--- config.mk ---
export PLATFORM = sky130hd
export DESIGN_NAME = jesc_front
export DESIGN_NICKNAME = d
export VERILOG_FILES = /design/src/design/jesc_pkg.sv /design/src/design/jesc_front.sv
export SDC_FILE = /design/constraint.sdc
export NUM_CORES = 2
export LEC_CHECK = 0
export ABC_AREA = 1
export BUFFER_PORTS_ARGS = -buffer_cell sky130_fd_sc_hd__buf_4
export CAP_MARGIN = 25
export CORE_ASPECT_RATIO = 0.7
export CORE_MARGIN = 2
export CORE_UTILIZATION = 28
export DETAILED_ROUTE_END_ITERATION = 16
export PLACE_DENSITY = 0.43
export SLEW_MARGIN = 20
export SYNTH_ARGS = -nofsm -noshare
export SYNTH_HDL_FRONTEND = slang
export SYNTH_SLANG_ARGS = --single-unit
--- constraint.sdc ---
create_clock -name clk -period 22.2 [get_ports clk]
set_input_delay 4.44 -clock clk [delete_from_list [all_inputs] [get_ports clk]]
set_output_delay 4.44 -clock clk [all_outputs]
set_load 0.02 [all_outputs]
--- src/design/jesc_pkg.sv ---
// Shared types, constants and arithmetic helpers for the Julia escape-time pixel block.
package jesc_pkg;

  // Register indexes on the configuration port
  localparam logic [2:0] REG_STEP_X   = 3'd0;
  localparam logic [2:0] REG_STEP_Y   = 3'd1;
  localparam logic [2:0] REG_OFFSET_X = 3'd2;
  localparam logic [2:0] REG_OFFSET_Y = 3'd3;
  localparam logic [2:0] REG_CONST_RE = 3'd4;
  localparam logic [2:0] REG_CONST_IM = 3'd5;
  localparam logic [2:0] REG_LIMIT    = 3'd6;
  localparam logic [2:0] REG_GAIN     = 3'd7;

  // Escape threshold: |z|^2 > 4 in Q8.56
  localparam logic [63:0] ESC_LIMIT = 64'h0400_0000_0000_0000;

  // Bernstein weights scaled by 255 (9, 15 and 8.5 as 17/2)
  localparam logic [16:0] W_RED   = 17'd2295;
  localparam logic [16:0] W_GREEN = 17'd3825;
  localparam logic [16:0] W_BLUE  = 17'd4335;
  localparam logic [16:0] ONE_Q16 = 17'h10000;

  typedef struct packed {
    logic [9:0] pixel_x;
    logic [9:0] pixel_y;
  } pix_t;

  typedef struct packed {
    logic [23:0] color;
    logic [15:0] iterations;
    logic        inside_res;
  } res_t;

  // Start point handed from front to back
  typedef struct packed {
    logic signed [31:0] re;
    logic signed [31:0] im;
  } pt_t;

  // Settings the back end needs
  typedef struct packed {
    logic signed [31:0] const_real;
    logic signed [31:0] const_imag;
    logic [15:0]        limit;
    logic [15:0]        gain;
  } bcfg_t;

  // Clamp a signed value to the signed 32-bit range
  function automatic logic signed [31:0] sat32(input logic signed [65:0] v);
    logic signed [65:0] hi;
    logic signed [65:0] lo;
    hi = 66'sh0_7FFF_FFFF;
    lo = -66'sh0_8000_0000;
    if (v > hi) return 32'sh7FFF_FFFF;
    else if (v < lo) return 32'sh8000_0000;
    else return v[31:0];
  endfunction

  // Q1.16 product, floor
  function automatic logic [16:0] mul16(input logic [16:0] a, input logic [16:0] b);
    logic [33:0] p;
    p = a * b;
    return p[32:16];
  endfunction

endpackage

--- src/design/jesc_front.sv ---
// Front end: accepts pixel coordinates and maps them to a Q4.28 start point.
module jesc_front (
  input  logic              clk,
  input  logic              rst,
  input  logic              in_valid,
  output logic              in_stall,
  input  jesc_pkg::pix_t    in_data,
  input  logic [30:0]       step_x,
  input  logic [30:0]       step_y,
  input  logic signed [31:0] offset_x,
  input  logic signed [31:0] offset_y,
  output logic              push,
  input  logic              q_full,
  output jesc_pkg::pt_t     pt
);
  import jesc_pkg::*;

  logic        vld;
  logic        take;
  logic [40:0] prod_x, prod_y;
  logic signed [65:0] map_x, map_y;

  assign push     = vld && !q_full;
  assign in_stall = vld && q_full;
  assign take     = in_valid && !in_stall;

  // Coordinate times step minus offset, clamped
  assign prod_x = in_data.pixel_x * step_x;
  assign prod_y = in_data.pixel_y * step_y;
  assign map_x  = $signed({25'd0, prod_x}) - 66'(offset_x);
  assign map_y  = $signed({25'd0, prod_y}) - 66'(offset_y);

  always_ff @(posedge clk) begin
    if (rst) begin
      vld <= 1'b0;
    end else if (take) begin
      vld <= 1'b1;
    end else if (push) begin
      vld <= 1'b0;
    end
  end

  always_ff @(posedge clk) begin
    if (take) begin
      pt.re <= sat32(map_x);
      pt.im <= sat32(map_y);
    end
  end

endmodule

==> out/metrics.yaml <==
clock_tree:
  cts_hold_buf: 0
  cts_root_buf: "clkbuf_16"
  cts_made_buffers: 9
  clock_latency_ns: 0.34
  cts-resized-gates: 0
  clock_path_buffers: 2
  cts.sinks: 65
  h-tree-depth: 3
  cts_post_setup_buffers_inserted: 0
  clkTransAtPathRegs_ns: 0.06
  cts_tree: "yes"
logic_synthesis:
  yosysUniqueCellTypes: 47
  syn_area_um2: 29700
  synth_ff_type: "edfxtp_1"
  yosysSeqAreaShare_pct: 6.54
  syn_inst: 4431
  ys_ff_latch: 65
  synth_edf_count: 64
  synth_warnings: 0
  async_reset_ff_share_pct: 0
  syn-num-nets: 5279
  avgSynthCellArea_um2: 6.70
global_routing:
  grt_first_pass_wirelength_mm: 160
  first_global_vias: 26600
  antenna_found_initial: 2
  grt_max_degree: 65
  grtUsageTotal_pct: 18.6
  gr-total-overflow: 0
floorplan:
  die_area_um2: 109000
  std_cell_rows: 99
  die_y_um: 277
  pin_count: 216
  core_um2: 105000
  die-width_um: 393
  start_util_pct: 28.4
setup_path:
  cp-end-kind: "flop"
  cp_max_fo: 31
  critical_path_class: "input pin to flop"
  required_ns: 22.26
  reg2regPathDepth: 4
  cp.arrival_ns: 12.58
  setup.worst_path.start_class: "input pin"
  crit_top_cell: "nand2_1"
  critPathMaxStageDelay_ns: 0.55
  critPathSlowestCell: "fa_1"
placement:
  placed_area_um2: 32500
  pre_cts_slack_ns: 9.50
  dp_hpwl_mm: 87.6
  place_congestion: 0.913
  port-buffer-count: 215
sta:
  maxSlewHeadroom_pct: 43.9
  fmax_mhz: 79.9
  finalClockSkew_ns: 0.0127
  period_minus_slack_ns: 12.52
  fin_crit_sh_pct: 56.4
  drv_slew: 0
  rsz0062_at_grt: "no"
  holdWs_ns: 0.485
  finalSetupViolations: 0
  tightestPinTransition_ns: 0.841
  hold_violations: 0
  setup_slack_ns: 9.68
  tns_ns: 0
finish:
  mostFrequentLayoutCells: "nand2_1 (1485), inv_1 (1188), fa_1 (462), ha_1 (236), buf_4 (216)"
  syn2layout_area_growth_pct: 10.4
  layout_commonest_cell: "nand2_1"
  final_nets: 5372
  fillCellCount: 11700
  drive_above_1_share_pct: 6.54
  n_antenna_cell: 0
  final_area_um2: 32800
drt:
  wl_per_cell_um: 17.0
  drt_iter0_markers: 2071
  vias: 26400
  postRouteWirelength_mm: 101
  post-route-drc-count: 0
  dr.pass1.iters: 6
  postRouteAntennaNets: 0
  via_per_inst: 4.44
min_path:
  min_path_cells: 2
  hold_path_class: "flop to flop"
status:
  status: "complete, no violations"
run:
  drv_cap: 0
[routing by layer]
metal  share of wire (%)  GRT usage, %
met1                  58          32.6
met2                  35          23.9
met3                 5.5          1.96
met4                0.80          1.78
met5               0.022             0
[synth_stat cells, types with 2 or more instances]
cell type | instances | area share, %
o21ai_1 | 3 | 0.051
o21bai_2 | 2 | 0.076
a221oi_1 | 3 | 0.088
o221ai_1 | 3 | 0.088
nand2_4 | 4 | 0.15
a211oi_1 | 2 | 0.051
inv_2 | 4 | 0.051
nor3_2 | 3 | 0.10
nor2_2 | 18 | 0.38
buf_6 | 9 | 0.34
nand2_1 | 1485 | 19
edfxtp_1 | 64 | 6.5
nand2_2 | 16 | 0.34
nor2_4 | 2 | 0.076
and2_1 | 5 | 0.11
xnor2_1 | 51 | 1.5
a21oi_1 | 167 | 2.8
o211ai_1 | 7 | 0.18
nor3_1 | 14 | 0.24
nor4_1 | 9 | 0.19
and3_1 | 5 | 0.11
clkbuf_1 | 122 | 1.5
nand3_2 | 12 | 0.40
a21o_1 | 6 | 0.15
o21a_1 | 3 | 0.076
buf_8 | 3 | 0.15
o21ai_0 | 57 | 0.96
xor2_1 | 81 | 2.4
a21boi_0 | 2 | 0.051
nand4_1 | 20 | 0.42
nor2_1 | 215 | 2.7
a21boi_1 | 2 | 0.051
clkinv_1 | 2 | 0.025
ha_1 | 236 | 9.9
a31oi_1 | 21 | 0.44
inv_1 | 1188 | 15
fa_1 | 462 | 31
nand3_1 | 93 | 1.6
o21bai_1 | 22 | 0.56
[final timing paths]
check,startpoint,to,slack [ns]
min reg2reg,vld,vld,0.49
max,in_data[11],pt[49],9.68
min,vld,vld,0.49
max reg2reg,vld,pt[51],20.61
[flip-flops by register name, summed over array words and instances (netlist names)]
signal  count
vld         1
pt         64
[metrics by stage]
step           util (%)  std cells
2_1_floorplan         -       4431
3_3_place_gp       31.1       5927
3_5_place_dp       31.1       5927
4_1_cts            31.3       5943
5_1_grt            31.3       5943
6_report           31.3       5943
[cells by family (layout without fill, tap and decap cells)]
group                      Yosys count  after routing  share of synthesized area, %
and+or+nand+nor                   1903           1903                          25.6
AOI/OAI and AO/OA                  305            305                          5.77
buffers and inverters             1328           1426                          17.1
DFF                                 65             65                          6.54
adders and majority gates          698            698                          41.1
xor gates and xnor gates           132            132                          3.89
[critical path: cells and delay by family]
family	cells	cell delay, ns
compound gates	5	1.20
xor+xnor	1	0.24
fa+ha+maj	7	3.31
buf+inv	5	0.64
simple gates	14	2.69
[area by class of cell]
cell class | instances | area, µm² | area share (%)
sequential | 65 | 1940 | 5.92
timing repair buffer | 216 | 1620 | 4.94
inverter | 1194 | 4480 | 13.7
clock inverter | 7 | 83.8 | 0.256
clock buffer | 9 | 225 | 0.686
multi-input combinational | 3038 | 22700 | 69.1
tap | 1414 | 1770 | 5.39
Power is not shown: default switching activity piles up to over one toggle a cycle in this logic, so the estimate is an artifact.
