===== src/design/jesc_pkg.sv =====
// Shared types, constants and arithmetic helpers for the Julia escape-time pixel block.
package jesc_pkg;

  // Register indexes on the configuration port
  localparam logic [2:0] REG_STEP_X   = 3'd0;
  localparam logic [2:0] REG_STEP_Y   = 3'd1;
  localparam logic [2:0] REG_OFFSET_X = 3'd2;
  localparam logic [2:0] REG_OFFSET_Y = 3'd3;
  localparam logic [2:0] REG_CONST_RE = 3'd4;
  localparam logic [2:0] REG_CONST_IM = 3'd5;
  localparam logic [2:0] REG_LIMIT    = 3'd6;
  localparam logic [2:0] REG_GAIN     = 3'd7;

  // Escape threshold: |z|^2 > 4 in Q8.56
  localparam logic [63:0] ESC_LIMIT = 64'h0400_0000_0000_0000;

  // Bernstein weights scaled by 255 (9, 15 and 8.5 as 17/2)
  localparam logic [16:0] W_RED   = 17'd2295;
  localparam logic [16:0] W_GREEN = 17'd3825;
  localparam logic [16:0] W_BLUE  = 17'd4335;
  localparam logic [16:0] ONE_Q16 = 17'h10000;

  typedef struct packed {
    logic [9:0] pixel_x;
    logic [9:0] pixel_y;
  } pix_t;

  typedef struct packed {
    logic [23:0] color;
    logic [15:0] iterations;
    logic        inside_res;
  } res_t;

  // Start point handed from front to back
  typedef struct packed {
    logic signed [31:0] re;
    logic signed [31:0] im;
  } pt_t;

  // Settings the back end needs
  typedef struct packed {
    logic signed [31:0] const_real;
    logic signed [31:0] const_imag;
    logic [15:0]        limit;
    logic [15:0]        gain;
  } bcfg_t;

  // Clamp a signed value to the signed 32-bit range
  function automatic logic signed [31:0] sat32(input logic signed [65:0] v);
    logic signed [65:0] hi;
    logic signed [65:0] lo;
    hi = 66'sh0_7FFF_FFFF;
    lo = -66'sh0_8000_0000;
    if (v > hi) return 32'sh7FFF_FFFF;
    else if (v < lo) return 32'sh8000_0000;
    else return v[31:0];
  endfunction

  // Q1.16 product, floor
  function automatic logic [16:0] mul16(input logic [16:0] a, input logic [16:0] b);
    logic [33:0] p;
    p = a * b;
    return p[32:16];
  endfunction

endpackage


===== src/design/jesc_fifo.sv =====
// Two-entry queue of start points between front and back.
module jesc_fifo (
  input  logic          clk,
  input  logic          rst,
  input  logic          push,
  input  jesc_pkg::pt_t din,
  output logic          full,
  input  logic          pop,
  output logic          nonempty,
  output jesc_pkg::pt_t dout
);
  import jesc_pkg::*;

  pt_t        mem [2];
  logic       wp, rp;
  logic [1:0] cnt;

  assign full     = cnt == 2'd2;
  assign nonempty = cnt != 2'd0;
  assign dout     = mem[rp];

  always_ff @(posedge clk) begin
    if (rst) begin
      wp  <= 1'b0;
      rp  <= 1'b0;
      cnt <= 2'd0;
    end else begin
      if (push) wp <= ~wp;
      if (pop) rp <= ~rp;
      cnt <= cnt + 2'(push) - 2'(pop);
    end
  end

  always_ff @(posedge clk) begin
    if (push) mem[wp] <= din;
  end

endmodule


===== config.mk =====
export PLATFORM = sky130hd
export DESIGN_NAME = jesc_fifo
export DESIGN_NICKNAME = d
export VERILOG_FILES = /design/src/design/jesc_pkg.sv /design/src/design/jesc_fifo.sv
export SDC_FILE = /design/constraint.sdc
export NUM_CORES = 1
export LEC_CHECK = 0
export BUFFER_PORTS_ARGS = -buffer_cell sky130_fd_sc_hd__buf_2
export CORE_UTILIZATION = 30
export DETAILED_ROUTE_END_ITERATION = 10
export GPL_TIMING_DRIVEN = 0
export HOLD_SLACK_MARGIN = 0.15
export PLACE_DENSITY_LB_ADDON = 0.12
export SYNTH_ARGS = -nofsm -noshare
export SYNTH_HDL_FRONTEND = slang
export SYNTH_SLANG_ARGS = --single-unit

===== constraint.sdc =====
create_clock -name clk -period 9.3 [get_ports clk]
set_input_delay 1.86 -clock clk [delete_from_list [all_inputs] [get_ports clk]]
set_output_delay 1.86 -clock clk [all_outputs]
set_load 0.02 [all_outputs]

==> results.py, run 1 <==
metrics = {
    "route": {
        "drt-pass1-iter-count": 4,
        "vias_per_cell": 4.07,
        "wl_per_cell_um": 14.7,
        "wirelength_mm": 8.89,
        "via_count": 2459,
        "postRouteAntennaNets": 0,
        "drtIter0Drc": 126,
        "drc": 0,
    },
    "grt": {
        "grt_use_total_pct": 10.6,
        "grt_pass1_wl_mm": 13.5,
        "grt_pass1_vias": 2552,
        "antenna_found_initial": 0,
        "grt_max_degree": 36,
        "grt_overflow": 0,
    },
    "cts": {
        "cts.sinks": 133,
        "cts_tree": "built",
        "max-clock-path-buffers": 2,
        "postCtsHoldBufs": 0,
        "clk-insertion-delay-late_ns": 0.41,
        "cts_setup_buffers": 0,
        "htree_levels": 4,
        "cts_buffers": 17,
        "cts-root-buf": "clkbuf_16",
        "cts_resized": 0,
        "cts.clk_slew.worst_paths_ns": 0.05,
    },
    "placement": {
        "gp_congestion": 0.648,
        "portBuffers": 133,
        "dp_hpwl_mm": 5.77,
    },
    "yosys": {
        "yosysTopAreaCell": "edfxtp_1",
        "netlist_instances": 220,
        "synth_area_leaders": "edfxtp_1 (75%), mux2_4 (18%), buf_12 (2.3%)",
        "synth_nets": 290,
        "synthesis.area_mm2": 0.00514,
        "yosys_warnings": 0,
        "synth_seq_cells": 133,
        "yosysSeqAreaShare_pct": 76.7,
        "syn_avg_cell_area_um2": 23.4,
        "synth.distinct_cells": 14,
        "yosysTopAreaCellShare_pct": 74.8,
    },
    "power": {
        "p_seq_share_pct": 47.3,
        "p_per_area_mw_per_mm2": 225,
        "p_clk_share_pct": 38.5,
        "p_sw_share_pct": 22.8,
        "p_comb_share_pct": 14.1,
        "power_switching_w": 0.000341,
        "totalPowerFinal_w": 0.00150,
        "ir_drop_uv": 108,
        "power_leakage_nw": 2.63,
        "p_int_w": 0.00116,
    },
    "run_status": {
        "status": "completed",
    },
    "sta": {
        "max_freq_ghz": 0.290,
        "finalHoldViolations": 0,
        "slew_violations": 0,
        "setup_viol": 0,
        "fin_worst_skew_ns": 0.00675,
        "tns_ns": 0,
        "finalCritPeriodShare_pct": 37.1,
        "period_minus_slack_ns": 3.45,
        "rsz0062_at_grt": "false",
        "tightest_slew_ns": 0.636,
        "max-slew-margin-rel_pct": 57.5,
    },
    "setup_path": {
        "required_ns": 7.44,
        "path_class": "reg2out",
        "critPathCaptureType": "output pin",
        "critPathArrivalTime_ns": 1.59,
        "start_kind": "register",
        "crit_path_max_fanout": 10,
    },
    "final_layout": {
        "nNetsFinal": 445,
        "num-fill-cells": 1524,
        "drive_gt1_share_pct": 60.4,
        "area_growth_pct": 29.6,
        "insertedDiodeCount": 0,
    },
    "flow_run": {
        "maxCapViolCount": 0,
    },
    "floorplanning": {
        "die_h_um": 133,
        "die_width_um": 133,
        "die_area_mm2": 0.0177,
        "initial_core_util_pct": 30.9,
        "rows": 47,
        "coreArea_mm2": 0.0166,
        "num_io_pins": 134,
    },
    "hold_path": {
        "hold_path.class": "reg2reg",
    },
}
==> metal layers <==
metal | global-route usage, % | up-vias | share of wire, %
li1 | - | 1170 | -
met1 | 12.2 | 1179 | 43
met5 | 0 | - | 0
met2 | 16.2 | 96 | 47
met3 | 4.90 | 14 | 7.6
met4 | 6.32 | 0 | 2.0
==> registers in the layout (all words and copies together) (netlist names), named ones only <==
name	cells
mem	128
wp	1
cnt	2
rp	1
==> layout make-up <==
type / instances / area, um^2 / area share (%)
Clock inverter: 8 / 63.8 / 0.958
Tap cell: 220 / 275 / 4.13
Timing Repair Buffer: 136 / 733 / 11.0
Sequential cell: 133 / 3940 / 59.2
Clock buffer: 20 / 437 / 6.56
Buffer: 7 / 131 / 1.97
Inverter: 2 / 7.51 / 0.113
Multi-Input combinational cell: 78 / 1070 / 16.0
==> critical path, cell delays in order (launching register included) <==
cell and delay (ns):
dfxtp_1 0.32, buf_6 0.20, buf_12 0.18, mux2_4 0.31, buf_2 0.17
==> kinds of logic (layout without fill, tap and decap cells) <==
kind of cell,after synthesis,after routing,share of synthesized area [%]
flip-flops,133,133,76.7
XOR/XNOR,3,3,0.779
buffers and inverters,9,173,2.70
AND/OR/NAND/NOR,9,9,0.901
multiplexers,64,64,18.4
adder cells (fa/ha/maj),2,2,0.487
==> power groups by stage <==
stage | Sequential [W] | Combinational, W | Clock (W)
final | 0.000709 | 0.000212 | 0.000578
after global routing | 0.000712 | 0.000227 | 0.000619
after CTS | 0.000709 | 0.000218 | 0.000597
after detailed placement | 0.000722 | 0.000217 | 0
after global placement | 0.000725 | 0.000209 | 0
after floorplan | 0.000722 | 0.000145 | 0
==> layout by cell type, fill, tap and decap left out <==
master | Yosys | routed
buf_6 | 1 | 1
edfxtp_1 | 128 | 128
clkbuf_16 | 0 | 17
buf_12 | 6 | 8
clkbuf_1 | 0 | 3
clkinvlp_4 | 0 | 1
and2_4 | 0 | 1
mux2_2 | 4 | 4
inv_1 | 2 | 2
mux2_4 | 60 | 60
bufinv_16 | 0 | 1
dfxtp_1 | 5 | 5
buf_16 | 0 | 1
ha_1 | 2 | 2
clkinv_1 | 0 | 3
or2_2 | 1 | 1
nor2b_4 | 0 | 1
xnor3_1 | 1 | 1
nor2_1 | 4 | 4
nor2b_1 | 3 | 2
xnor2_1 | 2 | 2
clkinv_2 | 0 | 3
buf_2 | 0 | 133
==> path summary, 6_finish.rpt <==
kind	startpoint	end	slack, ns	depth (start not counted)
max	register	dout[8]	5.85	4
min	rp$_SDFFE_PP0P_	register	0.52	2
max reg2reg	wp$_SDFFE_PP0P_	mem[1][21]$_DFFE_PP_	7.80	2
min reg2reg	rp$_SDFFE_PP0P_	register	0.52	2
==> synth_stat cells <==
cell	instances
edfxtp_1	128
mux2_4	60
buf_12	6
dfxtp_1	5
mux2_2	4
nor2_1	4
nor2b_1	3
ha_1	2
inv_1	2
xnor2_1	2
and2_1	1
buf_6	1
or2_2	1
xnor3_1	1
==> per-stage QoR <==
stage	cells	hold WS (ns)	setup slack [ns]	instance area (um^2)	utilization (%)
after global placement	573	0.498	1.84	6080	36.5
after global routing	604	0.559	5.78	6660	40.0
after floorplan	220	0.480	4.13	5140	-
after detailed placement	576	0.504	6.07	6160	37.0
after CTS	604	0.527	5.80	6660	40.0
final	604	0.522	5.85	6660	40.0
Power figures use the tool's default switching activity.
==> run 2: changes to the inputs <==
==> constraint.sdc (replaced) <==
create_clock -name clk -period 3.3 [get_ports clk]
set_input_delay 0.66 -clock clk [delete_from_list [all_inputs] [get_ports clk]]
set_output_delay 0.66 -clock clk [all_outputs]
set_load 0.02 [all_outputs]
==> run 2 against run 1 <==
Combinational power rose to 2.8 times the previous value. Wire length increased by 3.3%. Global-route usage up 0.58 points. Critical endpoint is now dout[18]. Largest power group is now the clock network. Hold slack got worse by 0.090 ns. Power grew to 3.2 times the previous value. Count of clock-buffer cells in the layout unchanged. Final cell count increased by 0.99%. Critical path type unchanged. Sequential power grew to 2.8 times the previous value. Non-clock buffer count unchanged. Clock skew down 0.0028 ns. Critical path depth unchanged.
==> results.py, run 2 (synthesis gave the netlist of run 1 again) <==
metrics = {
    "run_status": {
        "status": "completed",
    },
    "final_layout": {
        "final_core_util_pct": 41.1,
        "regMostFlops": "mem",
        "multi_input_area_mm2": 0.00107,
        "largest_reg_flops": 128,
        "final_cell_mix": "buf_2 (133), edfxtp_1 (128), mux2_4 (60), clkbuf_16 (17), buf_12 (9)",
        "area_growth_pct": 33.0,
        "top_regs": "mem: 128 flops, cnt: 2 flops",
        "num-fill-cells": 1529,
        "final_common_cell": "buf_2",
        "drive_gt1_share_pct": 62.1,
        "nNetsFinal": 445,
        "register_area_mm2": 0.00394,
    },
    "setup_path": {
        "start_kind": "register",
        "path_class": "reg2out",
        "critPathArrivalTime_ns": 1.59,
        "critPathCaptureType": "output pin",
        "crit_path_max_fanout": 10,
        "required_ns": 2.64,
    },
    "cts": {
        "max-clock-path-buffers": 2,
        "postCtsHoldBufs": 0,
        "cts_setup_buffers": 0,
        "cts_resized": 0,
        "cts-root-buf": "clkbuf_16",
        "htree_levels": 4,
        "cts_buffers": 17,
        "cts.sinks": 133,
        "clk-insertion-delay-late_ns": 0.41,
        "cts.clk_slew.worst_paths_ns": 0.06,
        "cts_tree": "built",
    },
    "route": {
        "drtIter0Drc": 105,
        "via_count": 2502,
        "drc": 0,
        "drt-pass1-iter-count": 4,
        "postRouteAntennaNets": 0,
        "wl_per_cell_um": 15.1,
        "wirelength_mm": 9.18,
        "vias_per_cell": 4.10,
    },
    "grt": {
        "grt_use_total_pct": 11.2,
        "grt_pass1_wl_mm": 14.2,
        "grt_max_degree": 38,
        "antenna_found_initial": 1,
        "grt_overflow": 0,
        "grt_pass1_vias": 2660,
    },
    "floorplanning": {
        "die_h_um": 133,
        "num_io_pins": 134,
        "initial_core_util_pct": 30.9,
        "rows": 47,
        "die_width_um": 133,
        "die_area_mm2": 0.0177,
        "coreArea_mm2": 0.0166,
    },
    "power": {
        "p_per_area_mw_per_mm2": 693,
        "ir_drop_uv": 346,
        "power_leakage_nw": 2.72,
    },
    "sta": {
        "tightest_slew_ns": 0.605,
        "slew_violations": 0,
        "period_minus_slack_ns": 2.25,
        "max_freq_ghz": 0.445,
        "finalCritPeriodShare_pct": 68.2,
        "setup_viol": 0,
        "fin_ws_ns": 1.05,
        "tns_ns": 0,
        "fin_worst_skew_ns": 0.00397,
        "max-slew-margin-rel_pct": 59.6,
        "finalHoldViolations": 0,
        "rsz0062_at_grt": "false",
    },
    "placement": {
        "gp_congestion": 0.647,
        "dp_slack_ns": 1.32,
        "portBuffers": 133,
        "dp_hpwl_mm": 5.94,
    },
    "flow_run": {
        "maxCapViolCount": 0,
    },
    "hold_path": {
        "hold_path.class": "in2reg",
    },
}
run 2: final timing paths:
path                   start              endpoint  slack [ns]  cells past startpoint
min                  din[30]  mem[1][30]$_DFFE_PP_        0.43                      1
max                 register              dout[18]        1.05                      4
min reg2reg  rp$_SDFFE_PP0P_       rp$_SDFFE_PP0P_        0.52                      2
max reg2reg  wp$_SDFFE_PP0P_  mem[1][16]$_DFFE_PP_        1.81                      2
run 2: power breakdown:
group	switching (W)	internal, W	total (W)	leakage [nW]
clock	0.000687	0.00146	0.00215	0.331
combinational	0.000310	0.000286	0.000596	1.14
sequential	0.0000275	0.00197	0.00200	1.24
total	0.00102	0.00372	0.00474	2.72
run 2: area by class of cell:
cell class	count	share of cell area (%)
plain buffers	7	1.92
clock buffers	20	6.68
multi-input cells	78	15.6
diodes	2	0.0732
inverters	2	0.110
repair buffers	136	10.6
flip-flops and latches	133	57.7
well taps	220	4.03
clock inverters	12	3.28
run 2: worst max-delay path, stage by stage, from the launching register on:
cell     delay (ns)
dfxtp_1        0.32
buf_6          0.21
buf_12         0.18
mux2_4         0.30
buf_2          0.17
run 2: routing by layer:
layer  vias up  GRT usage, %  share of wire [%]
met4         0          7.09                2.1
met3        17          4.90                7.6
met1      1214          12.7                 43
met2        87          17.3                 48
met5         -             0                  0
li1       1184             -                  -
run 2: metrics by stage:
step | instance area, um^2 | total power, W | cells | hold WS (ns)
floorplan | 5140 | 0.00244 | 220 | 0.480
global placement | 6080 | 0.00263 | 573 | 0.494
detailed placement | 6150 | 0.00264 | 576 | 0.508
CTS | 6830 | 0.00482 | 608 | 0.401
global route | 6830 | 0.00493 | 608 | 0.402
finish | 6840 | 0.00474 | 610 | 0.432
==> run 3: changes to the inputs <==
--- a/config.mk
+++ b/config.mk
@@ -5,6 +5,7 @@
 export SDC_FILE = /design/constraint.sdc
 export NUM_CORES = 1
 export LEC_CHECK = 0
+export ABC_AREA = 1
 export BUFFER_PORTS_ARGS = -buffer_cell sky130_fd_sc_hd__buf_2
 export CORE_UTILIZATION = 30
 export DETAILED_ROUTE_END_ITERATION = 10
==> constraint.sdc (replaced) <==
create_clock -name clk -period 2.26 [get_ports clk]
set_input_delay 0.452 -clock clk [delete_from_list [all_inputs] [get_ports clk]]
set_output_delay 0.452 -clock clk [all_outputs]
set_load 0.02 [all_outputs]
==> run 3 against run 2 <==
Register-to-register slack lost 1.0 ns. Final cell count grew 1.3%. Die area is essentially flat. Sequential share of layout area grew 0.50 points. Global-route usage is essentially flat. Non-clock buffer count is the same. Via count grew 1.6%. Core utilization shrank 0.35 points. Flip-flop and latch count is the same. Power grew 38%. Synthesized cell count grew 4.5%. Critical path type unchanged. Critical endpoint is now dout[13]. Largest cell class unchanged.
==> results.py, run 3 <==
metrics = {
    "cts": {
        "postCtsHoldBufs": 0,
        "cts_resized": 0,
        "max-clock-path-buffers": 2,
        "cts-root-buf": "clkbuf_16",
        "clk-insertion-delay-late_ns": 0.41,
        "cts_tree": "built",
        "htree_levels": 4,
        "cts.clk_slew.worst_paths_ns": 0.06,
        "cts_buffers": 17,
        "cts.sinks": 133,
        "cts_setup_buffers": 0,
    },
    "yosys": {
        "yosysTopAreaCell": "edfxtp_1",
        "synth_edf_count": 128,
        "netlist_instances": 230,
        "async_flop_share_pct": 0,
        "synth_nets": 300,
        "synth_area_leaders": "edfxtp_1 (75%), mux2_4 (18%), buf_12 (2.3%)",
        "yosysSeqAreaShare_pct": 76.7,
        "synth.distinct_cells": 14,
        "synthesis.area_mm2": 0.00514,
        "yosysTopAreaCellShare_pct": 74.7,
        "synth_common_cells": "edfxtp_1 (128), mux2_4 (60), inv_1 (8)",
        "yosys_warnings": 0,
        "syn_avg_cell_area_um2": 22.4,
        "synth_seq_cells": 133,
        "yosysMostFrequentCell": "edfxtp_1",
        "synthFlopType": "edfxtp_1",
    },
    "route": {
        "postRouteAntennaNets": 0,
        "wirelength_mm": 9.11,
        "m1WireLength_mm": 3.81,
        "via_count": 2542,
        "vias_per_cell": 4.11,
        "wl_per_cell_um": 14.7,
        "wl_met2_mm": 4.40,
        "drtIter0Drc": 81,
        "drt-pass1-iter-count": 3,
        "drc": 0,
        "highest_layer": "met4",
        "met3WireLength_um": 697,
    },
    "sta": {
        "period_minus_slack_ns": 2.05,
        "rsz0062_at_grt": "false",
        "setup_viol": 0,
        "tightest_slew_ns": 0.462,
        "finalCritPeriodShare_pct": 90.8,
        "max_freq_ghz": 0.487,
        "slew_violations": 0,
        "fin_hold_ws_ns": 0.225,
        "finalHoldViolations": 0,
        "fin_worst_skew_ns": 0.00335,
        "max-slew-margin-rel_pct": 69.1,
    },
    "final_layout": {
        "num-fill-cells": 1512,
        "drive_gt1_share_pct": 59.8,
        "final_cell_mix": "buf_2 (133), edfxtp_1 (128), mux2_4 (60), clkbuf_16 (17), buf_12 (8)",
        "nNetsFinal": 455,
        "top_regs": "mem: 128 flops, cnt: 2 flops",
        "insertedDiodeCount": 0,
        "register_area_mm2": 0.00394,
        "multi_input_area_mm2": 0.00105,
        "area_growth_pct": 31.7,
        "final_core_util_pct": 40.7,
        "final_common_cell": "buf_2",
        "regMostFlops": "mem",
        "largest_reg_flops": 128,
    },
    "setup_path": {
        "r2r-start": "wp$_SDFFE_PP0P_",
        "required_ns": 1.81,
        "r2r-end": "mem[1][13]$_DFFE_PP_",
        "start_kind": "register",
        "crit_path_cell_trace": "buf_6 -> buf_12 -> mux2_4 -> buf_2",
        "crit_path_max_fanout": 10,
        "reg2reg_depth": 3,
        "path_class": "reg2out",
        "critPathArrivalTime_ns": 1.60,
        "slowest_delay_ns": 0.32,
        "slowest_stage": "dfxtp_1",
        "critPathCaptureType": "output pin",
        "regToRegSetupSlack_ns": 0.81,
    },
    "floorplanning": {
        "die_width_um": 133,
        "die_area_mm2": 0.0177,
        "coreArea_mm2": 0.0166,
        "die_h_um": 133,
        "initial_core_util_pct": 30.9,
        "num_io_pins": 134,
        "rows": 47,
    },
    "placement": {
        "gp_congestion": 0.668,
        "dp_hpwl_mm": 5.85,
        "portBuffers": 133,
    },
    "grt": {
        "antenna_found_initial": 0,
        "grt_pass1_vias": 2711,
        "grt_max_degree": 40,
        "grt_use_total_pct": 11.2,
        "grt_pass1_wl_mm": 14.3,
        "grt_overflow": 0,
    },
    "hold_path": {
        "min_from": "din[39]",
        "hold_path.class": "in2reg",
        "hold_depth": 1,
        "hold_end": "mem[0][39]$_DFFE_PP_",
    },
    "run_status": {
        "status": "completed",
    },
    "power": {
        "p_per_area_mw_per_mm2": 963,
        "power_leakage_nw": 2.71,
        "ir_drop_uv": 457,
    },
    "flow_run": {
        "maxCapViolCount": 0,
    },
}
## run 3: area by class of cell
cell class                      count  share of cell area (%)
Sequential cell                   133                    58.2
Multi-Input combinational cell     82                    15.5
Timing Repair Buffer              136                    10.8
Clock buffer                       18                    6.33
Tap cell                          220                    4.06
Clock inverter                     14                    2.73
Buffer                              7                    1.94
Inverter                            8                   0.480
## run 3: power breakdown
part | switching (W) | internal [W] | total (W)
clock network | 0.00100 | 0.00184 | 0.00284
logic | 0.000426 | 0.000381 | 0.000807
registers | 0.0000316 | 0.00285 | 0.00289
## run 3: metal layers
metal	vias to the layer above	GRT usage [%]
li1	1206	-
met1	1234	12.6
met2	87	17.7
met3	15	4.60
met4	0	6.70
met5	-	0
## run 3: how the worst max path moves through the flow
| stage | start | to | slack [ns] | cells after the start |
|---|---|---|---|---|
| after global placement | push | mem[1][51]$_DFFE_PP_ | -1.02 | 3 |
| final | register | dout[13] | 0.21 | 4 |
| after global routing | register | dout[8] | 0.13 | 4 |
| after detailed placement | push | mem[1][43]$_DFFE_PP_ | 0.58 | 4 |
| after floorplan | push | mem[1][0]$_DFFE_PP_ | 0.08 | 2 |
| after CTS | register | dout[13] | 0.16 | 4 |
## run 3: cells by family after synthesis
family	count (synthesis)	synth area share, %
muxes	64	18.4
adders and majority gates	2	0.486
and+or+nand+nor	14	1.07
AOI/OAI and AO/OA	1	0.0972
buffers and inverters	15	3.14
DFF	133	76.7
xor gates and xnor gates	1	0.170
## run 3: per-stage QoR
stage               setup TNS (ns)  setup slack, ns  power (W)  cell area, um^2  std cells
floorplan                        0           0.0788    0.00349             5150        230
detailed placement               0            0.581    0.00376             6160        586
global placement            -94.11            -1.02    0.00374             6090        583
finish                           0            0.208    0.00653             6780        618
global route                     0            0.130    0.00679             6780        618
CTS                              0            0.160    0.00664             6780        618
## run 3: critical path: cells and delay by family, from the launching register on
| kind | cells | cell delay, ns |
|---|---|---|
| buffers and inverters | 3 | 0.56 |
| DFF | 1 | 0.32 |
| muxes | 1 | 0.30 |
